### src/hw/rtl/biq_pkg.sv
// ----------------------------------------------------------------------------
// biq_pkg
// Shared types and constants of the biquad section: register map, mode
// codes, configuration bundle, datapath command bundle and controller states.
// ----------------------------------------------------------------------------
package biq_pkg;

  localparam int COEF_W     = 20;
  localparam int WEIGHT_W   = 17;
  localparam int MODE_W     = 2;
  localparam int HIST_W     = 32;
  localparam int CFG_IDX_W  = 3;
  localparam int CFG_DATA_W = 20;
  localparam int MIX_FRAC   = 16;

  localparam logic [WEIGHT_W-1:0] WEIGHT_ONE = 17'd65536;

  // register map
  localparam logic [CFG_IDX_W-1:0] REG_COEF_B0    = 3'd0;
  localparam logic [CFG_IDX_W-1:0] REG_COEF_B1    = 3'd1;
  localparam logic [CFG_IDX_W-1:0] REG_COEF_B2    = 3'd2;
  localparam logic [CFG_IDX_W-1:0] REG_COEF_A1    = 3'd3;
  localparam logic [CFG_IDX_W-1:0] REG_COEF_A2    = 3'd4;
  localparam logic [CFG_IDX_W-1:0] REG_MIX_WEIGHT = 3'd5;
  localparam logic [CFG_IDX_W-1:0] REG_FORM_MODE  = 3'd6;

  // filter forms
  localparam logic [MODE_W-1:0] MODE_DF1     = 2'd0;
  localparam logic [MODE_W-1:0] MODE_DF1_MIX = 2'd1;
  localparam logic [MODE_W-1:0] MODE_DF2T    = 2'd2;

  localparam logic signed [COEF_W-1:0] COEF_ONE = 20'sd65536;

  typedef struct packed {
    logic signed [COEF_W-1:0] b0;
    logic signed [COEF_W-1:0] b1;
    logic signed [COEF_W-1:0] b2;
    logic signed [COEF_W-1:0] a1;
    logic signed [COEF_W-1:0] a2;
    logic [WEIGHT_W-1:0]      weight;
    logic [MODE_W-1:0]        mode;
  } biq_cfg_t;

  typedef enum logic [2:0] {
    MA_B0, MA_B1, MA_B2, MA_A1, MA_A2, MA_W, MA_IW
  } mul_a_sel_t;

  typedef enum logic [2:0] {
    MB_X, MB_HA, MB_HB, MB_Y1, MB_Y2, MB_YD
  } mul_b_sel_t;

  typedef enum logic [2:0] {
    ACC_HOLD, ACC_LOAD, ACC_LOAD_RND, ACC_LOAD_MIX, ACC_LOAD_HB,
    ACC_ADD, ACC_SUB, ACC_ADD_HA
  } acc_op_t;

  typedef enum logic [1:0] {
    OUT_NONE, OUT_FILT, OUT_MIX, OUT_DF2
  } out_src_t;

  typedef struct packed {
    mul_a_sel_t mul_a;
    mul_b_sel_t mul_b;
    logic       mul_en;
    acc_op_t    acc_op;
    logic       df1_upd;
    logic       yd_load;
    logic       ha_wr;
    logic       hb_wr;
    out_src_t   out_src;
  } biq_cmd_t;

  typedef enum logic [4:0] {
    ST_IDLE,
    ST_D1_B0, ST_D1_B1, ST_D1_B2, ST_D1_A1, ST_D1_A2, ST_D1_ACC, ST_D1_FIN,
    ST_MX_W, ST_MX_IW, ST_MX_ACC, ST_MX_FIN,
    ST_D2_B0, ST_D2_B1, ST_D2_HA, ST_D2_Y, ST_D2_A1, ST_D2_SA1, ST_D2_WHA,
    ST_D2_SA2, ST_D2_FIN
  } biq_state_t;

endpackage

### src/hw/rtl/biq_cfg_regs.sv
// ----------------------------------------------------------------------------
// biq_cfg_regs
// Configuration register bank: coefficients, crossfade weight and form.
// ----------------------------------------------------------------------------
module biq_cfg_regs
  import biq_pkg::*;
(
  input  logic                  clk,
  input  logic                  rst_n,
  input  logic                  cfg_wr_en,
  input  logic [CFG_IDX_W-1:0]  cfg_index,
  input  logic [CFG_DATA_W-1:0] cfg_wdata,
  output biq_cfg_t              cfg
);

  biq_cfg_t cfg_r;
  biq_cfg_t cfg_nxt;

  always_comb begin
    cfg_nxt = cfg_r;
    if (cfg_wr_en) begin
      case (cfg_index)
        REG_COEF_B0:    cfg_nxt.b0     = signed'(cfg_wdata[COEF_W-1:0]);
        REG_COEF_B1:    cfg_nxt.b1     = signed'(cfg_wdata[COEF_W-1:0]);
        REG_COEF_B2:    cfg_nxt.b2     = signed'(cfg_wdata[COEF_W-1:0]);
        REG_COEF_A1:    cfg_nxt.a1     = signed'(cfg_wdata[COEF_W-1:0]);
        REG_COEF_A2:    cfg_nxt.a2     = signed'(cfg_wdata[COEF_W-1:0]);
        REG_MIX_WEIGHT: cfg_nxt.weight = cfg_wdata[WEIGHT_W-1:0];
        REG_FORM_MODE:  cfg_nxt.mode   = cfg_wdata[MODE_W-1:0];
        default: ;
      endcase
    end
  end

  always_ff @(posedge clk) begin
    if (!rst_n) begin
      cfg_r.b0     <= COEF_ONE;
      cfg_r.b1     <= '0;
      cfg_r.b2     <= '0;
      cfg_r.a1     <= '0;
      cfg_r.a2     <= '0;
      cfg_r.weight <= WEIGHT_ONE;
      cfg_r.mode   <= MODE_DF1;
    end else begin
      cfg_r <= cfg_nxt;
    end
  end

  assign cfg = cfg_r;

endmodule

### src/hw/rtl/biq_ctrl.sv
// ----------------------------------------------------------------------------
// biq_ctrl
// Sequencer: walks one sample through the shared multiply-accumulate unit,
// at most one product per cycle, and owns the request handshakes.
// ----------------------------------------------------------------------------
module biq_ctrl
  import biq_pkg::*;
(
  input  logic              clk,
  input  logic              rst_n,
  input  logic [MODE_W-1:0] form_mode,
  input  logic              in_valid,
  output logic              in_ready,
  output logic              out_valid,
  input  logic              out_ready,
  output biq_cmd_t          cmd
);

  biq_state_t state_r;
  biq_state_t state_nxt;
  logic       out_valid_r;
  logic       out_valid_nxt;
  logic       out_free;

  // the result slot may be refilled in the cycle it is drained
  assign out_free = !out_valid_r || out_ready;

  always_comb begin
    state_nxt = state_r;
    case (state_r)
      ST_IDLE: begin
        if (in_valid) state_nxt = (form_mode == MODE_DF2T) ? ST_D2_B0 : ST_D1_B0;
      end
      ST_D1_B0:  state_nxt = ST_D1_B1;
      ST_D1_B1:  state_nxt = ST_D1_B2;
      ST_D1_B2:  state_nxt = ST_D1_A1;
      ST_D1_A1:  state_nxt = ST_D1_A2;
      ST_D1_A2:  state_nxt = ST_D1_ACC;
      ST_D1_ACC: state_nxt = ST_D1_FIN;
      ST_D1_FIN: begin
        if (form_mode == MODE_DF1_MIX) state_nxt = ST_MX_W;
        else if (out_free)             state_nxt = ST_IDLE;
      end
      ST_MX_W:   state_nxt = ST_MX_IW;
      ST_MX_IW:  state_nxt = ST_MX_ACC;
      ST_MX_ACC: state_nxt = ST_MX_FIN;
      ST_MX_FIN: begin
        if (out_free) state_nxt = ST_IDLE;
      end
      ST_D2_B0:  state_nxt = ST_D2_B1;
      ST_D2_B1:  state_nxt = ST_D2_HA;
      ST_D2_HA:  state_nxt = ST_D2_Y;
      ST_D2_Y:   state_nxt = ST_D2_A1;
      ST_D2_A1:  state_nxt = ST_D2_SA1;
      ST_D2_SA1: state_nxt = ST_D2_WHA;
      ST_D2_WHA: state_nxt = ST_D2_SA2;
      ST_D2_SA2: state_nxt = ST_D2_FIN;
      ST_D2_FIN: begin
        if (out_free) state_nxt = ST_IDLE;
      end
      default:   state_nxt = ST_IDLE;
    endcase
  end

  always_comb begin
    cmd.mul_a   = MA_B0;
    cmd.mul_b   = MB_X;
    cmd.mul_en  = 1'b0;
    cmd.acc_op  = ACC_HOLD;
    cmd.df1_upd = 1'b0;
    cmd.yd_load = 1'b0;
    cmd.ha_wr   = 1'b0;
    cmd.hb_wr   = 1'b0;
    cmd.out_src = OUT_NONE;
    case (state_r)
      ST_D1_B0: begin
        cmd.mul_a  = MA_B0;
        cmd.mul_b  = MB_X;
        cmd.mul_en = 1'b1;
      end
      ST_D1_B1: begin
        cmd.mul_a  = MA_B1;
        cmd.mul_b  = MB_HA;
        cmd.mul_en = 1'b1;
        cmd.acc_op = ACC_LOAD_RND;
      end
      ST_D1_B2: begin
        cmd.mul_a  = MA_B2;
        cmd.mul_b  = MB_HB;
        cmd.mul_en = 1'b1;
        cmd.acc_op = ACC_ADD;
      end
      ST_D1_A1: begin
        cmd.mul_a  = MA_A1;
        cmd.mul_b  = MB_Y1;
        cmd.mul_en = 1'b1;
        cmd.acc_op = ACC_ADD;
      end
      ST_D1_A2: begin
        cmd.mul_a  = MA_A2;
        cmd.mul_b  = MB_Y2;
        cmd.mul_en = 1'b1;
        cmd.acc_op = ACC_SUB;
      end
      ST_D1_ACC: cmd.acc_op = ACC_SUB;
      ST_D1_FIN: begin
        if (form_mode == MODE_DF1_MIX) begin
          cmd.df1_upd = 1'b1;
        end else if (out_free) begin
          cmd.df1_upd = 1'b1;
          cmd.out_src = OUT_FILT;
        end
      end
      ST_MX_W: begin
        // y1 now holds the saturated filter output
        cmd.mul_a  = MA_W;
        cmd.mul_b  = MB_Y1;
        cmd.mul_en = 1'b1;
      end
      ST_MX_IW: begin
        cmd.mul_a  = MA_IW;
        cmd.mul_b  = MB_X;
        cmd.mul_en = 1'b1;
        cmd.acc_op = ACC_LOAD_MIX;
      end
      ST_MX_ACC: cmd.acc_op = ACC_ADD;
      ST_MX_FIN: begin
        if (out_free) cmd.out_src = OUT_MIX;
      end
      ST_D2_B0: begin
        cmd.mul_a  = MA_B0;
        cmd.mul_b  = MB_X;
        cmd.mul_en = 1'b1;
      end
      ST_D2_B1: begin
        cmd.mul_a  = MA_B1;
        cmd.mul_b  = MB_X;
        cmd.mul_en = 1'b1;
        cmd.acc_op = ACC_LOAD_RND;
      end
      ST_D2_HA: cmd.acc_op = ACC_ADD_HA;
      ST_D2_Y: begin
        // b1*x is still held in the product register
        cmd.yd_load = 1'b1;
        cmd.acc_op  = ACC_LOAD_HB;
      end
      ST_D2_A1: begin
        cmd.mul_a  = MA_A1;
        cmd.mul_b  = MB_YD;
        cmd.mul_en = 1'b1;
      end
      ST_D2_SA1: begin
        cmd.mul_a  = MA_B2;
        cmd.mul_b  = MB_X;
        cmd.mul_en = 1'b1;
        cmd.acc_op = ACC_SUB;
      end
      ST_D2_WHA: begin
        cmd.ha_wr  = 1'b1;
        cmd.mul_a  = MA_A2;
        cmd.mul_b  = MB_YD;
        cmd.mul_en = 1'b1;
        cmd.acc_op = ACC_LOAD;
      end
      ST_D2_SA2: cmd.acc_op = ACC_SUB;
      ST_D2_FIN: begin
        if (out_free) begin
          cmd.hb_wr   = 1'b1;
          cmd.out_src = OUT_DF2;
        end
      end
      default: ;
    endcase
  end

  assign out_valid_nxt = (out_valid_r && !out_ready) || (cmd.out_src != OUT_NONE);

  always_ff @(posedge clk) begin
    if (!rst_n) begin
      state_r     <= ST_IDLE;
      out_valid_r <= 1'b0;
    end else begin
      state_r     <= state_nxt;
      out_valid_r <= out_valid_nxt;
    end
  end

  assign in_ready  = (state_r == ST_IDLE);
  assign out_valid = out_valid_r;

endmodule

### src/hw/rtl/biq_dpath.sv
// ----------------------------------------------------------------------------
// biq_dpath
// Datapath: one registered 20x32 signed multiplier, a wide accumulator,
// filter history, rounding and saturation, and the result register.
// ----------------------------------------------------------------------------
module biq_dpath
  import biq_pkg::*;
#(
  parameter int SAMPLE_BITS    = 16,
  parameter int COEF_FRAC_BITS = 16
) (
  input  logic                          clk,
  input  logic                          rst_n,
  input  logic                          x_load,
  input  logic signed [SAMPLE_BITS-1:0] sample_in,
  input  biq_cfg_t                      cfg,
  input  biq_cmd_t                      cmd,
  output logic signed [SAMPLE_BITS-1:0] sample_out
);

  localparam int PROD_W = COEF_W + HIST_W;
  localparam int ACC_W  = PROD_W + 4;

  localparam logic signed [ACC_W-1:0] RND_HALF = ACC_W'(1) << (COEF_FRAC_BITS - 1);
  localparam logic signed [ACC_W-1:0] MIX_HALF = ACC_W'(1) << (MIX_FRAC - 1);
  localparam logic signed [ACC_W-1:0] SMP_MAX  =
    ACC_W'((64'sd1 <<< (SAMPLE_BITS - 1)) - 64'sd1);
  localparam logic signed [ACC_W-1:0] SMP_MIN  = ~SMP_MAX;
  localparam logic signed [ACC_W-1:0] HST_MAX  =
    ACC_W'((64'sd1 <<< (HIST_W - 1)) - 64'sd1);
  localparam logic signed [ACC_W-1:0] HST_MIN  = ~HST_MAX;

  function automatic logic signed [SAMPLE_BITS-1:0] sat_smp(
    input logic signed [ACC_W-1:0] v
  );
    if (v > SMP_MAX)      return SMP_MAX[SAMPLE_BITS-1:0];
    else if (v < SMP_MIN) return SMP_MIN[SAMPLE_BITS-1:0];
    else                  return v[SAMPLE_BITS-1:0];
  endfunction

  function automatic logic signed [HIST_W-1:0] sat_hst(
    input logic signed [ACC_W-1:0] v
  );
    if (v > HST_MAX)      return HST_MAX[HIST_W-1:0];
    else if (v < HST_MIN) return HST_MIN[HIST_W-1:0];
    else                  return v[HIST_W-1:0];
  endfunction

  logic signed [SAMPLE_BITS-1:0] x_r;
  logic signed [PROD_W-1:0]      prod_r, prod_nxt;
  logic signed [ACC_W-1:0]       acc_r, acc_nxt;
  logic signed [HIST_W-1:0]      hist_a_r, hist_a_nxt;
  logic signed [HIST_W-1:0]      hist_b_r, hist_b_nxt;
  logic signed [SAMPLE_BITS-1:0] y1_r, y1_nxt;
  logic signed [SAMPLE_BITS-1:0] y2_r, y2_nxt;
  logic signed [SAMPLE_BITS-1:0] yd_r;
  logic signed [SAMPLE_BITS-1:0] out_r, out_nxt;

  logic [WEIGHT_W-1:0]           w_clip;
  logic [WEIGHT_W-1:0]           w_inv;
  logic signed [COEF_W-1:0]      mul_a;
  logic signed [HIST_W-1:0]      mul_b;
  logic signed [ACC_W-1:0]       acc_prod;
  logic signed [SAMPLE_BITS-1:0] filt_res;
  logic signed [SAMPLE_BITS-1:0] mix_res;
  logic signed [HIST_W-1:0]      hist_res;

  // weights above one act as one
  assign w_clip = (cfg.weight > WEIGHT_ONE) ? WEIGHT_ONE : cfg.weight;
  assign w_inv  = WEIGHT_ONE - w_clip;

  always_comb begin
    case (cmd.mul_a)
      MA_B0:   mul_a = cfg.b0;
      MA_B1:   mul_a = cfg.b1;
      MA_B2:   mul_a = cfg.b2;
      MA_A1:   mul_a = cfg.a1;
      MA_A2:   mul_a = cfg.a2;
      MA_W:    mul_a = signed'({{(COEF_W - WEIGHT_W){1'b0}}, w_clip});
      MA_IW:   mul_a = signed'({{(COEF_W - WEIGHT_W){1'b0}}, w_inv});
      default: mul_a = '0;
    endcase
  end

  always_comb begin
    case (cmd.mul_b)
      MB_X:    mul_b = HIST_W'(x_r);
      MB_HA:   mul_b = hist_a_r;
      MB_HB:   mul_b = hist_b_r;
      MB_Y1:   mul_b = HIST_W'(y1_r);
      MB_Y2:   mul_b = HIST_W'(y2_r);
      MB_YD:   mul_b = HIST_W'(yd_r);
      default: mul_b = '0;
    endcase
  end

  assign prod_nxt = cmd.mul_en ? mul_a * mul_b : prod_r;
  assign acc_prod = ACC_W'(prod_r);

  always_comb begin
    case (cmd.acc_op)
      ACC_LOAD:     acc_nxt = acc_prod;
      ACC_LOAD_RND: acc_nxt = acc_prod + RND_HALF;
      ACC_LOAD_MIX: acc_nxt = acc_prod + MIX_HALF;
      ACC_LOAD_HB:  acc_nxt = acc_prod + ACC_W'(hist_b_r);
      ACC_ADD:      acc_nxt = acc_r + acc_prod;
      ACC_SUB:      acc_nxt = acc_r - acc_prod;
      ACC_ADD_HA:   acc_nxt = acc_r + ACC_W'(hist_a_r);
      default:      acc_nxt = acc_r;
    endcase
  end

  // arithmetic shift is a floor, the half lsb was added at load
  assign filt_res = sat_smp(acc_r >>> COEF_FRAC_BITS);
  assign mix_res  = sat_smp(acc_r >>> MIX_FRAC);
  assign hist_res = sat_hst(acc_r);

  always_comb begin
    hist_a_nxt = hist_a_r;
    hist_b_nxt = hist_b_r;
    y1_nxt     = y1_r;
    y2_nxt     = y2_r;
    if (cmd.df1_upd) begin
      hist_b_nxt = hist_a_r;
      hist_a_nxt = HIST_W'(x_r);
      y2_nxt     = y1_r;
      y1_nxt     = filt_res;
    end
    if (cmd.ha_wr) hist_a_nxt = hist_res;
    if (cmd.hb_wr) hist_b_nxt = hist_res;
  end

  always_comb begin
    case (cmd.out_src)
      OUT_FILT: out_nxt = filt_res;
      OUT_MIX:  out_nxt = mix_res;
      OUT_DF2:  out_nxt = yd_r;
      default:  out_nxt = out_r;
    endcase
  end

  always_ff @(posedge clk) begin
    if (!rst_n) begin
      hist_a_r <= '0;
      hist_b_r <= '0;
      y1_r     <= '0;
      y2_r     <= '0;
    end else begin
      hist_a_r <= hist_a_nxt;
      hist_b_r <= hist_b_nxt;
      y1_r     <= y1_nxt;
      y2_r     <= y2_nxt;
    end
  end

  always_ff @(posedge clk) begin
    if (x_load)      x_r  <= sample_in;
    if (cmd.yd_load) yd_r <= filt_res;
    prod_r <= prod_nxt;
    acc_r  <= acc_nxt;
    out_r  <= out_nxt;
  end

  assign sample_out = out_r;

endmodule

### src/hw/rtl/biquad_iir_filter_core.sv
// ----------------------------------------------------------------------------
// biquad_iir_filter_core
// Second-order IIR section, direct form 1, crossfaded form 1 or form 2
// transposed, on a stream of signed samples.
// ----------------------------------------------------------------------------
// usage
//   input channel  in_valid/in_ready/in_sample_in: one request per sample
//   result channel out_valid/out_ready/out_sample_out: one result per sample
//   config port    cfg_wr_en/cfg_index/cfg_wdata: single-cycle writes, only
//                  while no sample is in flight; unknown indexes are dropped
// sequencing
//   one shared 20x32 multiplier does at most one product per cycle; each
//   form steps a sample through its own sequencer states in turn, and its
//   last state holds while an untaken result sits in the output register
//   one sample is worked on at a time
// reset
//   rst_n low clears history, loads b0 = 1.0, weight = 1.0, direct form 1
// back-pressure
//   a finished result waits in the output register; the next sample is
//   taken and worked on, and its last step holds until the slot drains
// ----------------------------------------------------------------------------
module biquad_iir_filter_core
  import biq_pkg::*;
#(
  parameter int SAMPLE_BITS    = 16,
  parameter int COEF_FRAC_BITS = 16
) (
  input  logic                          clk,
  input  logic                          rst_n,
  input  logic                          in_valid,
  output logic                          in_ready,
  input  logic signed [SAMPLE_BITS-1:0] in_sample_in,
  output logic                          out_valid,
  input  logic                          out_ready,
  output logic signed [SAMPLE_BITS-1:0] out_sample_out,
  input  logic                          cfg_wr_en,
  input  logic [CFG_IDX_W-1:0]          cfg_index,
  input  logic [CFG_DATA_W-1:0]         cfg_wdata
);

  biq_cfg_t cfg;
  biq_cmd_t dp_cmd;
  logic     x_load;

  assign x_load = in_valid && in_ready;

  biq_cfg_regs u_cfg (
    .clk       (clk),
    .rst_n     (rst_n),
    .cfg_wr_en (cfg_wr_en),
    .cfg_index (cfg_index),
    .cfg_wdata (cfg_wdata),
    .cfg       (cfg)
  );

  biq_ctrl u_ctrl (
    .clk       (clk),
    .rst_n     (rst_n),
    .form_mode (cfg.mode),
    .in_valid  (in_valid),
    .in_ready  (in_ready),
    .out_valid (out_valid),
    .out_ready (out_ready),
    .cmd       (dp_cmd)
  );

  biq_dpath #(
    .SAMPLE_BITS    (SAMPLE_BITS),
    .COEF_FRAC_BITS (COEF_FRAC_BITS)
  ) u_dpath (
    .clk        (clk),
    .rst_n      (rst_n),
    .x_load     (x_load),
    .sample_in  (in_sample_in),
    .cfg        (cfg),
    .cmd        (dp_cmd),
    .sample_out (out_sample_out)
  );

  // the input does not reopen right after a sample is accepted
  a_busy_after_accept: assert property (
    @(posedge clk) disable iff (!rst_n)
    in_valid && in_ready |=> !in_ready
  ) else $error("input reopened right after accepting a sample");

  // a result is only written by the last step of a sample
  a_result_while_busy: assert property (
    @(posedge clk) disable iff (!rst_n)
    dp_cmd.out_src != OUT_NONE |-> !in_ready
  ) else $error("result written while idle");

  // history shift of form 1 never collides with form 2 state writes
  a_hist_exclusive: assert property (
    @(posedge clk) disable iff (!rst_n)
    dp_cmd.df1_upd |-> !dp_cmd.ha_wr && !dp_cmd.hb_wr
  ) else $error("conflicting history updates");

  // a result is never written over one that has not been taken
  a_no_overwrite: assert property (
    @(posedge clk) disable iff (!rst_n)
    dp_cmd.out_src != OUT_NONE |-> !out_valid || out_ready
  ) else $error("pending result overwritten");

endmodule

### config.mk
export PLATFORM = sky130hd
export DESIGN_NAME = biquad_iir_filter_core
export DESIGN_NICKNAME = d
export VERILOG_FILES = /design/src/hw/rtl/biq_pkg.sv /design/src/hw/rtl/biq_cfg_regs.sv /design/src/hw/rtl/biq_ctrl.sv /design/src/hw/rtl/biq_dpath.sv /design/src/hw/rtl/biquad_iir_filter_core.sv
export SDC_FILE = /design/constraint.sdc
export NUM_CORES = 2
export LEC_CHECK = 0
export BUFFER_PORTS_ARGS = -buffer_cell sky130_fd_sc_hd__buf_2
export CAP_MARGIN = 30
export CORE_MARGIN = 2
export CORE_UTILIZATION = 40
export DETAILED_ROUTE_END_ITERATION = 7
export PLACE_DENSITY = 0.54
export SKIP_CTS_REPAIR_TIMING = 1
export SYNTH_ARGS = -nofsm -noshare
export SYNTH_HDL_FRONTEND = slang
export SYNTH_SLANG_ARGS = --single-unit
### constraint.sdc
create_clock -name clk -period 14.2 [get_ports clk]
set_input_delay 1.42 -clock clk [delete_from_list [all_inputs] [get_ports clk]]
set_output_delay 1.42 -clock clk [all_outputs]
set_load 0.01 [all_outputs]
### Word-level counts from Yosys, hierarchy flattened

Cells that the tools add are included.

| operators by class | value |
|---|---|
| reduce and logical (&&, ||, !) cells | 29 |
| muxes and demuxes | 31 |
| magnitude comparators | 5 |
| multiply operators | 1 |
| add/sub/neg operators | 6 |
| equal/unequal tests | 50 |

Operators with widths:

| cell | count |
|---|---|
| $pmux 56 s6 | 1 |
| $mux 32 | 6 |
| $pmux 32 s6 | 1 |
| $pmux 20 s7 | 1 |
| $pmux 5 s20 | 1 |
| $pmux 7 s11 | 1 |
| $add 56x32->56 | 1 |
| $add 56x52->56 | 1 |
| $gt 56x32->1 const B | 1 |
| $lt 56x32->1 const B | 1 |
| $sub 56x52->56 | 1 |
| $add 52x17->53 const B | 1 |
| $add 52x32->53 | 1 |
| $mul 20x32->52 | 1 |
| $eq 5x4->1 const B | 8 |
| $gt 40x16->1 const B | 1 |
| $lt 40x16->1 const B | 1 |
| $eq 3x3->1 const B | 12 |
| $mux 16 | 2 |
| $pmux 16 s2 | 1 |
| $eq 5x5->1 const B | 5 |
| $eq 3x2->1 const B | 8 |
| $pmux 3 s7 | 1 |
| $eq 5x3->1 const B | 4 |
| 26 further kinds | 60 |

| word-level totals | value |
|---|---|
| output and inout port bits | 18 |
| logic and storage cells | 140 |
| register bits after elaboration | 377 |
| input bits | 44 |

### Depth between registers and ports, before layout

| depth | value |
|---|---|
| depth after elaboration | 8 |
| mapped depth | 39 |
| depth with buffers taken out | 36 |

### By module

Synthesis repeated with hierarchy kept, for this count alone.

| second synthesis, totals | value |
|---|---|
| cells, all modules | 5,728 |
| area, all modules | 48,946.9 um^2 |

Modules (own cells, without submodules):

| module | cells each | sequential area each (um^2) | times used | area each (um^2) |
|---|---|---|---|---|
| biq_dpath | 5,196 | 6,606.3 | 1 | 43,854.6 |
| biq_cfg_regs | 414 | 2,382.3 | 1 | 4,315.4 |
| biq_ctrl | 117 | 120.1 | 1 | 770.7 |
| biquad_iir_filter_core | 1 | 0.0 | 1 | 6.3 |

### Worst setup path after synthesis

Ideal clock, no wire load.

| timing | value |
|---|---|
| kind | reg2reg |
| from | reg u_cfg.cfg_r (netlist bit u_cfg.cfg[4]) |
| to | reg u_dpath.prod_r[49], data pin |
| period minus slack after synthesis | 9.642 ns |
| stages on the path, launching flop included | 37 |
| slack | 4.558 ns |
| arrival time | 9.385 ns |
| required time | 13.942 ns |
| path buffers | 2 |
| setup time | 0.258 ns |
| path through | dfxtp_1 > nor3_1 > nand4_1 > o21ai_1 > clkbuf_1 > nand2_1 > ha_1 > o21ai_0 > or2_2 > o31ai_1 > nand2_1 > a21oi_1 > nor2_1 > clkbuf_1 > nor2_1 > fa_1 > inv_1 > fa_1 > fa_1 > inv_1 > fa_1 > fa_1 > fa_1 > inv_1 > fa_1 > inv_1 > ha_1 > a211oi_1 > o21ai_0 > a221o_1 > or2_2 > o211ai_1 > nand2_1 > o41ai_1 > o311ai_0 > a21oi_1 > xnor2_1 |

| on the way | value |
|---|---|
| word-level cells in the longest chain between the ends | 5 |

Ends and longest elaborated chain:

| item | line | RTL |
|---|---|---|
| start, declared | biq_cfg_regs.sv:16 | `biq_cfg_t cfg_r;` |
| start signal, assigned | biq_cfg_regs.sv:45 | `cfg_r <= cfg_nxt;` |
| $gt 17x17->1 | biq_dpath.sv:69 | `assign w_clip = (cfg.weight > WEIGHT_ONE) ? WEIGHT_ONE : cfg.weight;` |
| $mux 17 * | biq_dpath.sv:69 |  |
| $sub 17x17->17 | biq_dpath.sv:70 | `assign w_inv = WEIGHT_ONE - w_clip;` |
| $pmux 20 s7 * | biq_dpath.sv:73 | `case (cmd.mul_a)` |
| $mul 20x32->52 * | biq_dpath.sv:97 | `assign prod_nxt = cmd.mul_en ? mul_a * mul_b : prod_r;` |
| end signal, assigned | biq_dpath.sv:159 | `prod_r <= prod_nxt;` |
| end, declared | biq_dpath.sv:50 | `logic signed [PROD_W-1:0] prod_r, prod_nxt;` |

Mark *: on every way between the ends. The rest lies on a longest branch, timed or not.
A chain may end at the register's enable or synchronous reset.

### Final worst setup path

| timing | value |
|---|---|
| from | reg u_ctrl.state_r[1] |
| to | reg u_dpath.prod_r[49], data pin |

| on the way | value |
|---|---|
| word-level cells in the longest chain between the ends | 6 |
| elaborated cells between the ends (all ways) | 30 |
| classes of those cells | mul: 1; eq/ne: 23; mux: 3; reduce/logical: 3 |

Ends and longest elaborated chain:

| item | line | RTL |
|---|---|---|
| start, declared | biq_ctrl.sv:19 | `biq_state_t state_r;` |
| start signal, assigned | biq_ctrl.sv:183 | `state_r <= state_nxt;` |
| $eq 5x1->1 or $eq 5x4->1 (tied branches) | biq_ctrl.sv:75 | `case (state_r)` |
| $reduce_or 2->1 (no source line) | -- |  |
| $pmux 7 s11 * | biq_ctrl.sv:75 |  |
| $eq 3x3->1 (tied with other cells) | biq_dpath.sv:73 |  |
| $pmux 20 s7 or $pmux 32 s6 (tied branches) | biq_dpath.sv:73, biq_dpath.sv:86 |  |
| $mul 20x32->52 * | biq_dpath.sv:97 |  |

Marks and branches as above.

==> results.json <==
{
  "status": "complete, no violations",
  "postSynthCellCount": 5889,
  "power.switching_uw": 5584,
  "nFillCells": 11990,
  "drt-total-wl_um": 165700,
  "cp-start-kind": "flip-flop",
  "clock_sinks": 377,
  "grt_overflow": 0,
  "rows": 127,
  "met1_usage_pct": 40.52,
  "path_class": "flip-flop to flip-flop",
  "die_y_um": 350.8,
  "drc_errors": 0,
  "hold_class": "flip-flop to flip-flop",
  "antenna_left": 0,
  "power.leakage_uw": 0.02405,
  "synthTopCellsByCount": "990 x nand2_1, 832 x inv_1, 638 x fa_1, 497 x nor2_1, 332 x a21oi_1",
  "ir_drop_mv": 0.1232,
  "skew_ns": 0.06243,
  "start_util_pct": 40.21,
  "grt_max_degree": 114,
  "final-max-slew-violation-count": 0,
  "via_per_inst": 5.653,
  "avgRoutedWirePerCell_um": 22.30,
  "root_buffer": "clkbuf_16",
  "synth.area.top_cells": "fa_1 27%, edfxtp_1 9.7%, dfxtp_1 9.2%",
  "intPower_uw": 4824,
  "fin_setup_tns_ns": 0,
  "pwr-share-seq_pct": 18.3,
  "ys_seq_area_share_pct": 18.93,
  "cts_buffers": 47,
  "yosysMostFrequentCell": "nand2_1",
  "grt_util_met2_pct": 41.12,
  "synth_top_area_share_pct": 26.55,
  "port_buffers": 61,
  "cp_slowest_stage_delay_ns": 0.84,
  "hold_depth": 2,
  "switching_share_pct": 53.65,
  "drtIter0Drc": 4012,
  "met3_usage_pct": 3.680,
  "grt_pass1_vias": 41790,
  "setup_ws_ns": 2.905,
  "relSlewSlack_pct": 28.17,
  "place.gp.congestion": 0.9225,
  "cts_tree": "built",
  "fp.dieW_um": 350.8,
  "p_clk_share_pct": 11.8,
  "worstPathRequired_ns": 14.54,
  "nets": 6704,
  "path_clk_slew_ns": 0.06,
  "dp_hpwl_um": 127500,
  "combinationalPowerShare_pct": 69.9,
  "hold_viol": 0,
  "finalSetupViolCount": 0,
  "tightest_slew_ns": 1.077,
  "clockBufferDepth": 3,
  "synth_edf_count": 156,
  "syn2layout_area_growth_pct": 8.119,
  "h-tree-depth": 2,
  "core_area_um2": 119700,
  "reg2reg_depth": 31,
  "die_area_um2": 123100,
  "synth_ff_type": "dfxtp_1",
  "dr.pass1.iters": 6,
  "finalCritPeriodShare_pct": 79.54,
  "synth_cell_type_count": 81,
  "total_power_uw": 10410,
  "fmax_mhz": 88.53,
  "syn_area_um2": 48110,
  "ioPinCount": 62,
  "ys_warn_count": 0,
  "grt_busiest_layer": "met2",
  "ys_seq_elements": 377,
  "crit_slowest_cell": "dfxtp_1",
  "syn-mean-instance-area_um2": 8.170,
  "synth_nets": 6813,
  "drive_gt1_share_pct": 5.742,
  "finalCriticalPeriod_ns": 11.30,
  "antenna_found_initial": 1,
  "endpoint_kind": "flip-flop",
  "grt_pass1_wl_um": 257200,
  "crit_top_cell": "fa_1",
  "grt_setup_unrepaired": "no",
  "cp_max_fo": 30,
  "route.vias.total": 42000,
  "async_flop_share_pct": 0,
  "clock_latency_ns": 0.64,
  "grt_use_total_pct": 27.22,
  "power_density_nw_per_um2": 200.1,
  "pre_cts_slack_ns": 3.116,
  "crit_arrival_ns": 11.63,
  "rrSetupSlack_ns": 2.90,
  "synth_largest_area_cell": "fa_1",
  "max_cap_viol_count": 0
}
==> metrics by stage <==
step	hold slack (ns)	std cells	instance area [um2]	util, %
floorplan	0.4421	5889	48110	-
global placement	0.4530	7329	50250	42.00
detailed placement	0.4587	7339	50350	42.08
CTS	0.4672	7425	51910	43.38
global route	0.4838	7429	52020	43.47
finish	0.4661	7430	52020	43.47
==> per-layer routing <==
| metal | up-vias | routed length (um) |
|---|---|---|
| met5 | - | 0 |
| met4 | 0 | 4681 |
| met3 | 223 | 13190 |
| met2 | 1626 | 71040 |
| met1 | 20930 | 76770 |
| li1 | 19220 | - |
==> placed cells by master (no fill, tap or decap), types with 60 or more instances in the layout <==
| cell type | instances |
|---|---|
| fa_1 | 638 |
| o21ai_0 | 218 |
| nor2_1 | 486 |
| inv_1 | 832 |
| nor3_1 | 70 |
| and3_1 | 75 |
| nand3_1 | 115 |
| dfxtp_1 | 221 |
| ha_1 | 242 |
| a21oi_1 | 329 |
| a21boi_0 | 140 |
| buf_2 | 60 |
| edfxtp_1 | 156 |
| buf_4 | 119 |
| a21o_1 | 100 |
| nand2_1 | 989 |
| xor2_1 | 76 |
| xnor2_1 | 104 |
==> layout make-up <==
cell class	instances	area [um2]	area share [%]
multi-input cells	4336	34860	67.02
flip-flops and latches	377	9109	17.51
inverters	833	3127	6.011
well taps	1612	2017	3.877
clock buffers	74	1390	2.672
repair buffers	185	1346	2.588
clock inverters	12	163.9	0.3151
diodes	1	2.502	0.004811
==> sequential cells by signal, summed over array words and instances, names as in the netlist, 32 cells and up <==
register          count
u_cfg.cfg           119
u_dpath.acc_r        56
u_dpath.prod_r       52
u_dpath.hist_a_r     32
u_dpath.hist_b_r     32
==> path summary, 6_finish.rpt <==
check               startpoint                  to
max          u_ctrl.state_r[1]  u_dpath.prod_r[49]
min            u_dpath.y2_r[1]     u_dpath.y2_r[1]
max reg2reg  u_ctrl.state_r[1]  u_dpath.prod_r[49]
min reg2reg    u_dpath.y2_r[1]     u_dpath.y2_r[1]
==> worst max-delay path: cells and delay by family (launching register included) <==
kind                     cells  cell delay [ns]
buffers and inverters        4             0.51
AND/OR/NAND/NOR              9             2.93
AO/OA/AOI/OAI                9             2.53
XOR/XNOR                     1             0.08
adder cells (fa/ha/maj)      8             4.06
flip-flops                   1             0.84
==> power by group through the flow <==
stage | sequential (uW) | clock (uW) | combinational, uW
2_1_floorplan | 1690 | 0 | 5050
3_3_place_gp | 1910 | 0 | 7120
3_5_place_dp | 1910 | 0 | 7160
4_1_cts | 1890 | 1250 | 7220
5_1_grt | 1930 | 1290 | 8110
6_report | 1910 | 1220 | 7280
==> cell families after synthesis <==
group | after synthesis | synth area share [%]
AOI/OAI and AO/OA | 1269 | 17.55
xor gates and xnor gates | 180 | 3.277
adders and majority gates | 880 | 32.84
buffers and inverters | 1176 | 9.183
DFF | 377 | 18.93
muxes | 10 | 0.2133
and+or+nand+nor | 1997 | 18.01
Power figures use the tool's default switching activity.
